<file path="src/hdl/mcsa_pkg.sv">
`timescale 1ns / 1ps
// ----------------------------------------------------------------------------
// mcsa_pkg
// shared types and constants of the mip chain subresource address unit
// ----------------------------------------------------------------------------
package mcsa_pkg;

    localparam int unsigned MAX_LEVELS_DEF = 15;
    localparam int unsigned CFG_INDEX_W    = 3;
    localparam int unsigned CFG_DATA_W     = 15;
    // aligned row pitch and slice pitch never need more than these
    localparam int unsigned ROW_W          = 26;
    localparam int unsigned SLICE_W        = 41;

    typedef enum logic [CFG_INDEX_W-1:0] {
        REG_BASE_WIDTH     = 3'd0,
        REG_BASE_HEIGHT    = 3'd1,
        REG_BASE_DEPTH     = 3'd2,
        REG_MIP_COUNT      = 3'd3,
        REG_VOLUME_MODE    = 3'd4,
        REG_TEXEL_BYTES    = 3'd5,
        REG_SAMPLE_COUNT   = 3'd6,
        REG_ROW_ALIGN_LOG2 = 3'd7
    } reg_index_t;

    typedef enum logic [4:0] {
        ST_IDLE,
        ST_CHECK,
        ST_ROW_TB,
        ST_ROW_SC,
        ST_ROW_ALIGN,
        ST_SLICE_MUL,
        ST_SLICE_LOAD,
        ST_SIZE_LO,
        ST_SIZE_HI,
        ST_SIZE_ADD,
        ST_OFF_Z_LO,
        ST_OFF_Z_HI,
        ST_OFF_Y,
        ST_OFF_X,
        ST_SPAN_D_LO,
        ST_SPAN_D_HI,
        ST_SPAN_H,
        ST_SPAN_W,
        ST_SPAN_FIN,
        ST_DONE
    } state_t;

    typedef enum logic [3:0] {
        MUL_HOLD,
        MUL_W_TB,
        MUL_PROD_SC,
        MUL_ROW_H,
        MUL_SLO_CNT,
        MUL_SHI_CNT,
        MUL_SLO_Z,
        MUL_SHI_Z,
        MUL_ROW_Y,
        MUL_X_TB,
        MUL_SLO_D,
        MUL_SHI_D,
        MUL_ROW_H1,
        MUL_EW_TB
    } mul_op_t;

    typedef enum logic [2:0] {
        ACC_NONE,
        ACC_OFF_LO,
        ACC_OFF_HI,
        ACC_SPAN_LO,
        ACC_SPAN_HI
    } acc_op_t;

    typedef struct packed {
        logic    load;
        mul_op_t mul_op;
        logic    row_load;
        logic    slice_load;
        acc_op_t acc_op;
        logic    m_inc;
        logic    out_load;
    } cmd_t;

    typedef struct packed {
        logic lvl_bad;
        logic m_done;
        logic out_free;
    } stat_t;

endpackage

</file>
<file path="src/hdl/mcsa_ctrl.sv">
`timescale 1ns / 1ps
// ----------------------------------------------------------------------------
// mcsa_ctrl
// sequencer: walks the earlier mip levels, then the region terms
// ----------------------------------------------------------------------------
module mcsa_ctrl
(
    input  logic            clk,
    input  logic            rst_n,
    input  logic            in_valid,
    output logic            in_stall,
    input  mcsa_pkg::stat_t stat,
    output mcsa_pkg::cmd_t  cmd
);

    mcsa_pkg::state_t state_reg;
    mcsa_pkg::state_t state_next;

    always_ff @(posedge clk or negedge rst_n)
    begin
        if (!rst_n)
        begin
            state_reg <= mcsa_pkg::ST_IDLE;
        end
        else
        begin
            state_reg <= state_next;
        end
    end

    always_comb
    begin
        state_next = state_reg;
        case (state_reg)
            mcsa_pkg::ST_IDLE:
            begin
                if (in_valid)
                begin
                    state_next = mcsa_pkg::ST_CHECK;
                end
            end
            mcsa_pkg::ST_CHECK:
            begin
                state_next = stat.lvl_bad ? mcsa_pkg::ST_DONE : mcsa_pkg::ST_ROW_TB;
            end
            mcsa_pkg::ST_ROW_TB:     state_next = mcsa_pkg::ST_ROW_SC;
            mcsa_pkg::ST_ROW_SC:     state_next = mcsa_pkg::ST_ROW_ALIGN;
            mcsa_pkg::ST_ROW_ALIGN:  state_next = mcsa_pkg::ST_SLICE_MUL;
            mcsa_pkg::ST_SLICE_MUL:  state_next = mcsa_pkg::ST_SLICE_LOAD;
            mcsa_pkg::ST_SLICE_LOAD:
            begin
                // pitches of the requested level are ready once the walk reaches it
                state_next = stat.m_done ? mcsa_pkg::ST_OFF_Z_LO : mcsa_pkg::ST_SIZE_LO;
            end
            mcsa_pkg::ST_SIZE_LO:    state_next = mcsa_pkg::ST_SIZE_HI;
            mcsa_pkg::ST_SIZE_HI:    state_next = mcsa_pkg::ST_SIZE_ADD;
            mcsa_pkg::ST_SIZE_ADD:   state_next = mcsa_pkg::ST_ROW_TB;
            mcsa_pkg::ST_OFF_Z_LO:   state_next = mcsa_pkg::ST_OFF_Z_HI;
            mcsa_pkg::ST_OFF_Z_HI:   state_next = mcsa_pkg::ST_OFF_Y;
            mcsa_pkg::ST_OFF_Y:      state_next = mcsa_pkg::ST_OFF_X;
            mcsa_pkg::ST_OFF_X:      state_next = mcsa_pkg::ST_SPAN_D_LO;
            mcsa_pkg::ST_SPAN_D_LO:  state_next = mcsa_pkg::ST_SPAN_D_HI;
            mcsa_pkg::ST_SPAN_D_HI:  state_next = mcsa_pkg::ST_SPAN_H;
            mcsa_pkg::ST_SPAN_H:     state_next = mcsa_pkg::ST_SPAN_W;
            mcsa_pkg::ST_SPAN_W:     state_next = mcsa_pkg::ST_SPAN_FIN;
            mcsa_pkg::ST_SPAN_FIN:   state_next = mcsa_pkg::ST_DONE;
            mcsa_pkg::ST_DONE:
            begin
                if (stat.out_free)
                begin
                    state_next = mcsa_pkg::ST_IDLE;
                end
            end
            default:                 state_next = mcsa_pkg::ST_IDLE;
        endcase
    end

    // each state from ROW_TB to SPAN_FIN starts a multiply, consumes the product of the state before, or both
    always_comb
    begin
        cmd          = '0;
        cmd.mul_op   = mcsa_pkg::MUL_HOLD;
        cmd.acc_op   = mcsa_pkg::ACC_NONE;
        in_stall     = 1'b1;
        case (state_reg)
            mcsa_pkg::ST_IDLE:
            begin
                in_stall = 1'b0;
                cmd.load = in_valid;
            end
            mcsa_pkg::ST_ROW_TB:     cmd.mul_op = mcsa_pkg::MUL_W_TB;
            mcsa_pkg::ST_ROW_SC:     cmd.mul_op = mcsa_pkg::MUL_PROD_SC;
            mcsa_pkg::ST_ROW_ALIGN:  cmd.row_load = 1'b1;
            mcsa_pkg::ST_SLICE_MUL:  cmd.mul_op = mcsa_pkg::MUL_ROW_H;
            mcsa_pkg::ST_SLICE_LOAD: cmd.slice_load = 1'b1;
            mcsa_pkg::ST_SIZE_LO:    cmd.mul_op = mcsa_pkg::MUL_SLO_CNT;
            mcsa_pkg::ST_SIZE_HI:
            begin
                cmd.acc_op = mcsa_pkg::ACC_OFF_LO;
                cmd.mul_op = mcsa_pkg::MUL_SHI_CNT;
            end
            mcsa_pkg::ST_SIZE_ADD:
            begin
                cmd.acc_op = mcsa_pkg::ACC_OFF_HI;
                cmd.m_inc  = 1'b1;
            end
            mcsa_pkg::ST_OFF_Z_LO:   cmd.mul_op = mcsa_pkg::MUL_SLO_Z;
            mcsa_pkg::ST_OFF_Z_HI:
            begin
                cmd.acc_op = mcsa_pkg::ACC_OFF_LO;
                cmd.mul_op = mcsa_pkg::MUL_SHI_Z;
            end
            mcsa_pkg::ST_OFF_Y:
            begin
                cmd.acc_op = mcsa_pkg::ACC_OFF_HI;
                cmd.mul_op = mcsa_pkg::MUL_ROW_Y;
            end
            mcsa_pkg::ST_OFF_X:
            begin
                cmd.acc_op = mcsa_pkg::ACC_OFF_LO;
                cmd.mul_op = mcsa_pkg::MUL_X_TB;
            end
            mcsa_pkg::ST_SPAN_D_LO:
            begin
                cmd.acc_op = mcsa_pkg::ACC_OFF_LO;
                cmd.mul_op = mcsa_pkg::MUL_SLO_D;
            end
            mcsa_pkg::ST_SPAN_D_HI:
            begin
                cmd.acc_op = mcsa_pkg::ACC_SPAN_LO;
                cmd.mul_op = mcsa_pkg::MUL_SHI_D;
            end
            mcsa_pkg::ST_SPAN_H:
            begin
                cmd.acc_op = mcsa_pkg::ACC_SPAN_HI;
                cmd.mul_op = mcsa_pkg::MUL_ROW_H1;
            end
            mcsa_pkg::ST_SPAN_W:
            begin
                cmd.acc_op = mcsa_pkg::ACC_SPAN_LO;
                cmd.mul_op = mcsa_pkg::MUL_EW_TB;
            end
            mcsa_pkg::ST_SPAN_FIN:   cmd.acc_op = mcsa_pkg::ACC_SPAN_LO;
            mcsa_pkg::ST_DONE:       cmd.out_load = stat.out_free;
            default:
            begin
                cmd.load = 1'b0;
            end
        endcase
    end

endmodule

</file>
<file path="src/hdl/mcsa_datapath.sv">
`timescale 1ns / 1ps
// ----------------------------------------------------------------------------
// mcsa_datapath
// configuration registers, shared 32x16 multiplier, saturating accumulators
// and the output word register
// ----------------------------------------------------------------------------
module mcsa_datapath
#(
    parameter int unsigned MAX_LEVELS = mcsa_pkg::MAX_LEVELS_DEF
)
(
    input  logic                                clk,
    input  logic                                rst_n,
    input  logic                                cfg_write,
    input  logic [mcsa_pkg::CFG_INDEX_W-1:0]    cfg_index,
    input  logic [mcsa_pkg::CFG_DATA_W-1:0]     cfg_data,
    input  logic [3:0]                          level,
    input  logic [13:0]                         origin_x,
    input  logic [13:0]                         origin_y,
    input  logic [10:0]                         origin_z,
    input  logic [14:0]                         extent_w,
    input  logic [14:0]                         extent_h,
    input  logic [11:0]                         extent_d,
    input  mcsa_pkg::cmd_t                      cmd,
    output mcsa_pkg::stat_t                     stat,
    input  logic                                out_stall,
    output logic                                out_valid,
    output logic [47:0]                         byte_offset,
    output logic [47:0]                         span_bytes,
    output logic [31:0]                         row_pitch,
    output logic [47:0]                         slice_pitch,
    output logic                                error
);

    localparam int unsigned RW = mcsa_pkg::ROW_W;
    localparam int unsigned SW = mcsa_pkg::SLICE_W;
    localparam logic [47:0] CAP48 = {48{1'b1}};

    function automatic logic [14:0] dim_at(input logic [14:0] base, input logic [3:0] lvl);
        logic [14:0] b;
        logic [14:0] s;
        b = (base == 15'd0) ? 15'd1 : base;
        s = b >> lvl;
        return (s == 15'd0) ? 15'd1 : s;
    endfunction

    // configuration
    logic [14:0] base_width_reg;
    logic [14:0] base_height_reg;
    logic [11:0] base_depth_reg;
    logic [3:0]  mip_count_reg;
    logic        volume_mode_reg;
    logic [4:0]  texel_bytes_reg;
    logic [4:0]  sample_count_reg;
    logic [3:0]  row_align_reg;

    // captured request
    logic [3:0]  lvl_reg;
    logic [13:0] ox_reg;
    logic [13:0] oy_reg;
    logic [10:0] oz_reg;
    logic [14:0] ew_reg;
    logic [14:0] eh_m1_reg;
    logic [11:0] ed_m1_reg;

    // working registers
    logic [3:0]    m_reg;
    logic [47:0]   prod_reg;
    logic [47:0]   prod_next;
    logic [RW-1:0] row_reg;
    logic [RW-1:0] row_next;
    logic [SW-1:0] slice_reg;
    logic [47:0]   off_reg;
    logic [47:0]   off_next;
    logic [47:0]   span_reg;
    logic [47:0]   span_next;
    logic          ovf_reg;
    logic          ovf_next;

    logic          out_valid_reg;
    logic [47:0]   out_off_reg;
    logic [47:0]   out_span_reg;
    logic [31:0]   out_row_reg;
    logic [47:0]   out_slice_reg;
    logic          out_err_reg;

    logic [14:0]   dim_w;
    logic [14:0]   dim_h;
    logic [11:0]   layer_cnt;
    logic [14:0]   depth_dim;
    logic [31:0]   mul_a;
    logic [15:0]   mul_b;
    logic [RW-1:0] align_mask;
    logic [53:0]   acc_add;
    logic [53:0]   acc_sum;
    logic [47:0]   acc_base;
    logic          lvl_bad;

    always_ff @(posedge clk or negedge rst_n)
    begin
        if (!rst_n)
        begin
            base_width_reg   <= 15'd1;
            base_height_reg  <= 15'd1;
            base_depth_reg   <= 12'd1;
            mip_count_reg    <= 4'd1;
            volume_mode_reg  <= 1'b0;
            texel_bytes_reg  <= 5'd4;
            sample_count_reg <= 5'd1;
            row_align_reg    <= 4'd0;
        end
        else if (cfg_write)
        begin
            case (cfg_index)
                mcsa_pkg::REG_BASE_WIDTH:     base_width_reg   <= cfg_data[14:0];
                mcsa_pkg::REG_BASE_HEIGHT:    base_height_reg  <= cfg_data[14:0];
                mcsa_pkg::REG_BASE_DEPTH:     base_depth_reg   <= cfg_data[11:0];
                mcsa_pkg::REG_MIP_COUNT:      mip_count_reg    <= cfg_data[3:0];
                mcsa_pkg::REG_VOLUME_MODE:    volume_mode_reg  <= cfg_data[0];
                mcsa_pkg::REG_TEXEL_BYTES:    texel_bytes_reg  <= cfg_data[4:0];
                mcsa_pkg::REG_SAMPLE_COUNT:   sample_count_reg <= cfg_data[4:0];
                mcsa_pkg::REG_ROW_ALIGN_LOG2: row_align_reg    <= cfg_data[3:0];
                default:                      row_align_reg    <= row_align_reg;
            endcase
        end
    end

    // level dimensions at the walk position; a layered texture keeps the base depth as its layer count
    always_comb
    begin
        dim_w     = dim_at(base_width_reg, m_reg);
        dim_h     = dim_at(base_height_reg, m_reg);
        depth_dim = dim_at({3'd0, base_depth_reg}, m_reg);
        if (volume_mode_reg)
        begin
            layer_cnt = depth_dim[11:0];
        end
        else
        begin
            layer_cnt = (base_depth_reg == 12'd0) ? 12'd1 : base_depth_reg;
        end
    end

    // shared multiplier operand select
    always_comb
    begin
        mul_a = 32'd0;
        mul_b = 16'd0;
        case (cmd.mul_op)
            mcsa_pkg::MUL_W_TB:
            begin
                mul_a = 32'(dim_w);
                mul_b = 16'(texel_bytes_reg);
            end
            mcsa_pkg::MUL_PROD_SC:
            begin
                mul_a = {12'd0, prod_reg[19:0]};
                mul_b = 16'(sample_count_reg);
            end
            mcsa_pkg::MUL_ROW_H:
            begin
                mul_a = 32'(row_reg);
                mul_b = 16'(dim_h);
            end
            mcsa_pkg::MUL_SLO_CNT:
            begin
                mul_a = slice_reg[31:0];
                mul_b = 16'(layer_cnt);
            end
            mcsa_pkg::MUL_SHI_CNT:
            begin
                mul_a = 32'(slice_reg[SW-1:32]);
                mul_b = 16'(layer_cnt);
            end
            mcsa_pkg::MUL_SLO_Z:
            begin
                mul_a = slice_reg[31:0];
                mul_b = 16'(oz_reg);
            end
            mcsa_pkg::MUL_SHI_Z:
            begin
                mul_a = 32'(slice_reg[SW-1:32]);
                mul_b = 16'(oz_reg);
            end
            mcsa_pkg::MUL_ROW_Y:
            begin
                mul_a = 32'(row_reg);
                mul_b = 16'(oy_reg);
            end
            mcsa_pkg::MUL_X_TB:
            begin
                mul_a = 32'(ox_reg);
                mul_b = 16'(texel_bytes_reg);
            end
            mcsa_pkg::MUL_SLO_D:
            begin
                mul_a = slice_reg[31:0];
                mul_b = 16'(ed_m1_reg);
            end
            mcsa_pkg::MUL_SHI_D:
            begin
                mul_a = 32'(slice_reg[SW-1:32]);
                mul_b = 16'(ed_m1_reg);
            end
            mcsa_pkg::MUL_ROW_H1:
            begin
                mul_a = 32'(row_reg);
                mul_b = 16'(eh_m1_reg);
            end
            mcsa_pkg::MUL_EW_TB:
            begin
                mul_a = 32'(ew_reg);
                mul_b = 16'(texel_bytes_reg);
            end
            default:
            begin
                mul_a = 32'd0;
                mul_b = 16'd0;
            end
        endcase
    end

    always_comb
    begin
        if (cmd.mul_op == mcsa_pkg::MUL_HOLD)
        begin
            prod_next = prod_reg;
        end
        else
        begin
            prod_next = {16'd0, mul_a} * {32'd0, mul_b};
        end
    end

    // row pitch rounded up to the alignment
    always_comb
    begin
        align_mask = RW'((32'd1 << row_align_reg) - 32'd1);
        row_next   = (prod_reg[RW-1:0] + align_mask) & ~align_mask;
    end

    // saturating accumulate; the upper partial product is at most 22 bits wide
    always_comb
    begin
        if (cmd.acc_op == mcsa_pkg::ACC_OFF_HI || cmd.acc_op == mcsa_pkg::ACC_SPAN_HI)
        begin
            acc_add = {prod_reg[21:0], 32'd0};
        end
        else
        begin
            acc_add = {6'd0, prod_reg};
        end
        if (cmd.acc_op == mcsa_pkg::ACC_SPAN_LO || cmd.acc_op == mcsa_pkg::ACC_SPAN_HI)
        begin
            acc_base = span_reg;
        end
        else
        begin
            acc_base = off_reg;
        end
        acc_sum   = {6'd0, acc_base} + acc_add;
        off_next  = off_reg;
        span_next = span_reg;
        ovf_next  = ovf_reg;
        if (cmd.acc_op != mcsa_pkg::ACC_NONE)
        begin
            if (acc_sum > {6'd0, CAP48})
            begin
                ovf_next = 1'b1;
                if (acc_base == span_reg &&
                    (cmd.acc_op == mcsa_pkg::ACC_SPAN_LO ||
                     cmd.acc_op == mcsa_pkg::ACC_SPAN_HI))
                begin
                    span_next = CAP48;
                end
                else
                begin
                    off_next = CAP48;
                end
            end
            else if (cmd.acc_op == mcsa_pkg::ACC_SPAN_LO ||
                     cmd.acc_op == mcsa_pkg::ACC_SPAN_HI)
            begin
                span_next = acc_sum[47:0];
            end
            else
            begin
                off_next = acc_sum[47:0];
            end
        end
    end

    always_ff @(posedge clk)
    begin
        prod_reg <= prod_next;
        if (cmd.row_load)
        begin
            row_reg <= row_next;
        end
        if (cmd.slice_load)
        begin
            slice_reg <= prod_reg[SW-1:0];
        end
        if (cmd.load)
        begin
            lvl_reg   <= level;
            ox_reg    <= origin_x;
            oy_reg    <= origin_y;
            oz_reg    <= origin_z;
            ew_reg    <= (extent_w == 15'd0) ? 15'd1 : extent_w;
            eh_m1_reg <= (extent_h == 15'd0) ? 15'd0 : extent_h - 15'd1;
            ed_m1_reg <= (extent_d == 12'd0) ? 12'd0 : extent_d - 12'd1;
            off_reg   <= 48'd0;
            span_reg  <= 48'd0;
        end
        else
        begin
            off_reg   <= off_next;
            span_reg  <= span_next;
        end
    end

    always_ff @(posedge clk or negedge rst_n)
    begin
        if (!rst_n)
        begin
            m_reg   <= 4'd0;
            ovf_reg <= 1'b0;
        end
        else if (cmd.load)
        begin
            m_reg   <= 4'd0;
            ovf_reg <= 1'b0;
        end
        else
        begin
            ovf_reg <= ovf_next;
            if (cmd.m_inc)
            begin
                m_reg <= m_reg + 4'd1;
            end
        end
    end

    assign lvl_bad = ({1'b0, lvl_reg} >= 5'(MAX_LEVELS)) || (lvl_reg >= mip_count_reg);

    // output word register
    always_ff @(posedge clk or negedge rst_n)
    begin
        if (!rst_n)
        begin
            out_valid_reg <= 1'b0;
        end
        else if (cmd.out_load)
        begin
            out_valid_reg <= 1'b1;
        end
        else if (!out_stall)
        begin
            out_valid_reg <= 1'b0;
        end
    end

    always_ff @(posedge clk)
    begin
        if (cmd.out_load)
        begin
            if (lvl_bad)
            begin
                out_off_reg   <= 48'd0;
                out_span_reg  <= 48'd0;
                out_row_reg   <= 32'd0;
                out_slice_reg <= 48'd0;
                out_err_reg   <= 1'b1;
            end
            else
            begin
                out_off_reg   <= off_reg;
                out_span_reg  <= span_reg;
                out_row_reg   <= 32'(row_reg);
                out_slice_reg <= 48'(slice_reg);
                out_err_reg   <= ovf_reg;
            end
        end
    end

    assign stat.lvl_bad  = lvl_bad;
    assign stat.m_done   = (m_reg == lvl_reg);
    assign stat.out_free = !out_valid_reg || !out_stall;

    assign out_valid   = out_valid_reg;
    assign byte_offset = out_off_reg;
    assign span_bytes  = out_span_reg;
    assign row_pitch   = out_row_reg;
    assign slice_pitch = out_slice_reg;
    assign error       = out_err_reg;

endmodule

</file>
<file path="src/hdl/mip_chain_subresource_address.sv">
`timescale 1ns / 1ps
// a request is accepted only while idle, and no new request is taken until its word
// enters the output register; the walk over earlier mip levels runs through the single
//   shared 32x16 multiplier (8 steps per level, 9 for the region terms)
// the output register lets the next word enter while a result still waits downstream
// reset: asynchronous active low; config returns to its defaults, no result pending
// ----------------------------------------------------------------------------
// mip_chain_subresource_address
// byte offset, span, row pitch and slice pitch of a region in a mip-major texture
// ----------------------------------------------------------------------------
module mip_chain_subresource_address
#(
    parameter int unsigned MAX_LEVELS = mcsa_pkg::MAX_LEVELS_DEF
)
(
    input  logic                                clk,
    input  logic                                rst_n,
    input  logic                                cfg_write,
    input  logic [mcsa_pkg::CFG_INDEX_W-1:0]    cfg_index,
    input  logic [mcsa_pkg::CFG_DATA_W-1:0]     cfg_data,
    input  logic                                in_valid,
    output logic                                in_stall,
    input  logic [3:0]                          level,
    input  logic [13:0]                         origin_x,
    input  logic [13:0]                         origin_y,
    input  logic [10:0]                         origin_z,
    input  logic [14:0]                         extent_w,
    input  logic [14:0]                         extent_h,
    input  logic [11:0]                         extent_d,
    output logic                                out_valid,
    input  logic                                out_stall,
    output logic [47:0]                         byte_offset,
    output logic [47:0]                         span_bytes,
    output logic [31:0]                         row_pitch,
    output logic [47:0]                         slice_pitch,
    output logic                                error
);

    mcsa_pkg::cmd_t  cmd;
    mcsa_pkg::stat_t stat;

    mcsa_ctrl u_ctrl
    (
        .clk      (clk),
        .rst_n    (rst_n),
        .in_valid (in_valid),
        .in_stall (in_stall),
        .stat     (stat),
        .cmd      (cmd)
    );

    mcsa_datapath
    #(
        .MAX_LEVELS (MAX_LEVELS)
    )
    u_datapath
    (
        .clk         (clk),
        .rst_n       (rst_n),
        .cfg_write   (cfg_write),
        .cfg_index   (cfg_index),
        .cfg_data    (cfg_data),
        .level       (level),
        .origin_x    (origin_x),
        .origin_y    (origin_y),
        .origin_z    (origin_z),
        .extent_w    (extent_w),
        .extent_h    (extent_h),
        .extent_d    (extent_d),
        .cmd         (cmd),
        .stat        (stat),
        .out_stall   (out_stall),
        .out_valid   (out_valid),
        .byte_offset (byte_offset),
        .span_bytes  (span_bytes),
        .row_pitch   (row_pitch),
        .slice_pitch (slice_pitch),
        .error       (error)
    );

endmodule

</file>
<file path="config.mk">
export PLATFORM = sky130hd
export DESIGN_NAME = mip_chain_subresource_address
export DESIGN_NICKNAME = d
export VERILOG_FILES = /design/src/hdl/mcsa_pkg.sv /design/src/hdl/mcsa_ctrl.sv /design/src/hdl/mcsa_datapath.sv /design/src/hdl/mip_chain_subresource_address.sv
export SDC_FILE = /design/constraint.sdc
export NUM_CORES = 2
export LEC_CHECK = 0
export ABC_AREA = 1
export BUFFER_PORTS_ARGS = -buffer_cell sky130_fd_sc_hd__buf_2
export CORE_MARGIN = 2
export CORE_UTILIZATION = 63
export CTS_CLUSTER_DIAMETER = 50
export DETAILED_ROUTE_END_ITERATION = 6
export GPL_TIMING_DRIVEN = 0
export PLACE_DENSITY = 0.82
export SETUP_SLACK_MARGIN = 0.1
export SYNTH_ARGS = -nofsm -noshare
export SYNTH_HDL_FRONTEND = slang
export SYNTH_SLANG_ARGS = --single-unit
export TNS_END_PERCENT = 20
</file>
<file path="constraint.sdc">
create_clock -name clk -period 10.9 [get_ports clk]
set_input_delay 2.18 -clock clk [delete_from_list [all_inputs] [get_ports clk]]
set_output_delay 2.18 -clock clk [all_outputs]
set_load 0.005 [all_outputs]
</file>
==> results.toml <==
[global_routing]
grt_first_pass_wirelength_mm = 222
grt-ovfl-total = 0
grt_max_degree = 75
antenna_found_initial = 4
grt_use_total_pct = 40.1
grt_pass1_vias = 39300

[finish]
num_antenna_cells = 0
final_area_um2 = 49600
drive_gt1_share_pct = 8.74
final_util_pct = 70.8
regArea_um2 = 14600
fin_cells = 6948
multi_input_area_um2 = 24300
nets = 6646
num-fill-cells = 5731
syn2layout_area_growth_pct = 11.4

[worst_setup_path]
worst_ep_required_time_ps = 11310
crit_top_cell = "inv_1"
critPathMaxStageDelay_ps = 1150
worstPathMaxFanout = 10
criticalPathCategory = "reg2reg"
critical-path-slowest-cell = "nor3_1"
endpoint_kind = "flip-flop"
arrival_ps = 10320
cp-start-kind = "flip-flop"
r2r_slack_ps = 990

[sta]
hold_slack_ps = 460
timing.slew.headroom_pct = 4.92
finClkSkew_ps = 113
finalHoldViolCount = 0
rsz0062_at_grt = "false"
min_period_ps = 9910
fin_crit_sh_pct = 90.9
setup_viol = 0
fmax_mhz = 101
drv_slew = 0
worstMarginPinSlew_ps = 1420

[detailed_routing]
routed_wl_mm = 145
firstDrtPassIters = 7
drt-initial-drc-count = 3824
vias = 39300
wl_per_cell_um = 20.9
postRouteAntennaNets = 0
drc = 0
routed_via_density = 5.65

[synth]
ys_top_cells_by_area = "edfxtp_1 (24%), fa_1 (18%), nand2_1 (10%)"
synth_top_area_share_pct = 24.5
synthArstFlopShare_pct = 13.6
synth-seq-area-share_pct = 32.9
synth_ff_type = "edfxtp_1"
post_synth_num_cell_types = 62
synth_warnings = 0
synth_cells = 5579
avgSynthCellArea_um2 = 7.98
synth_top_cell_by_area = "edfxtp_1"
ys_ff_latch = 531
synth_edf_count = 363
syn_area_um2 = 44500

[clocking]
postCtsHoldBufs = 0
htreeDepth = 2
cts_buffer_depth = 3
tritoncts = "built"
cts_buffers = 60
cts-root-buf = "clkbuf_16"
clkLatencyLatePin_ps = 720
clock_sinks = 531
cts_setup_buffers = 0
clkTransAtPathRegs_ps = 60
cts_resized = 0

[floorplanning]
die_x_um = 270
die_area_um2 = 72800
die_height_um = 270
start_util_pct = 63.5
std_cell_rows = 97
coreArea_um2 = 70000
num_io_pins = 287

[power_and_ir_drop]
powerDensity_nw_per_um2 = 287
p_leak_nw = 24.9
finalPower_mw = 14.2
irDropWorstVdd_v = 0.000163

[run_status]
status = "finished, final reports clean"

[place]
gp_congestion = 1.02
placed_cells = 6835
placed_area_um2 = 47400
hpwlAfterDp_mm = 119
io_buffers = 273

[worst_hold_path]
hp-class = "reg2reg"

[run]
drv_cap = 0
## worst max-delay path, delay by kind of cell, from the launching register on
family	cells	cell delay, ps
simple gates	8	2320
flops	1	420
xor+xnor	1	450
fa+ha+maj	7	3460
buf+inv	9	1040
compound gates	6	1890
## cells in the mapped netlist, types with 96 or more instances
| master | instances |
|---|---|
| nor2_1 | 596 |
| clkbuf_1 | 139 |
| ha_1 | 191 |
| nand3_1 | 97 |
| nand2_1 | 1226 |
| dfxtp_1 | 96 |
| nand4_1 | 117 |
| edfxtp_1 | 363 |
| fa_1 | 390 |
| inv_1 | 1213 |
| o21ai_0 | 390 |
| a21oi_1 | 180 |
## cells in the final DEF (no fill, tap or decap), types with 117 or more instances in the layout
| cell type | Yosys | layout |
|---|---|---|
| nand2_1 | 1226 | 1226 |
| inv_1 | 1213 | 1212 |
| nor2_1 | 596 | 593 |
| o21ai_0 | 390 | 390 |
| fa_1 | 390 | 390 |
| edfxtp_1 | 363 | 363 |
| buf_2 | 57 | 329 |
| ha_1 | 191 | 191 |
| a21oi_1 | 180 | 180 |
| clkbuf_1 | 139 | 144 |
| nand4_1 | 117 | 117 |
## cells by family after synthesis
family,synth area share [%]
buffers and inverters,12.8
other,0.0169
xor gates and xnor gates,2.44
DFF,32.9
muxes,0.157
and+or+nand+nor,19.8
adders and majority gates,22.9
AOI/OAI and AO/OA,9.01
## power breakdown
group / leakage [nW] / internal, mW / switching [mW]
registers: 5.06 / 2.90 / 0.362
logic: 18.7 / 2.64 / 6.15
clock network: 1.08 / 1.26 / 0.929
## cell type report
type	instances	share of cell area, %
inverter	1235	9.36
sequential	531	29.5
clock buffer	71	3.27
buffer	233	2.13
tap	940	2.37
multi-input combinational	3614	49.1
timing repair buffer	282	3.14
clock inverter	42	1.17
## per-stage QoR
stage	TNS, ps	setup slack, ps
floorplan	0	1140
global placement	-229750	-1450
global route	0	642
finish	0	993
CTS	0	1210
detailed placement	0	1230
## per-layer routing
| layer | part of all wire, % | GRT usage [%] |
|---|---|---|
| met5 | 0.021 | 0 |
| met4 | 6.7 | 22.9 |
| met3 | 9.2 | 6.65 |
| met2 | 47 | 67.0 |
| met1 | 37 | 49.6 |
## path summary, 6_finish.rpt
check | start | endpoint | cells after the start
worst max register to register | u_ctrl.state_reg[1]$_DFFE_PN0P_ | u_datapath.prod_reg[37]$_DFFE_PP_ | 31
worst min-delay path | u_datapath.span_reg[12]$_SDFFE_PP0P_ | u_datapath.span_bytes[12]$_SDFFCE_PP0P_ | 2
min in group asynchronous | rst_n | u_datapath.base_depth_reg[2]$_DFFE_PN0P_ | 1
max in group asynchronous | rst_n | u_datapath.base_width_reg[0]$_DFFE_PN1P_ | 2
worst min register to register | u_datapath.span_reg[12]$_SDFFE_PP0P_ | u_datapath.span_bytes[12]$_SDFFCE_PP0P_ | 2
worst max-delay path | u_ctrl.state_reg[1]$_DFFE_PN0P_ | u_datapath.prod_reg[37]$_DFFE_PP_ | 31
(Power assumes the default switching activity.)
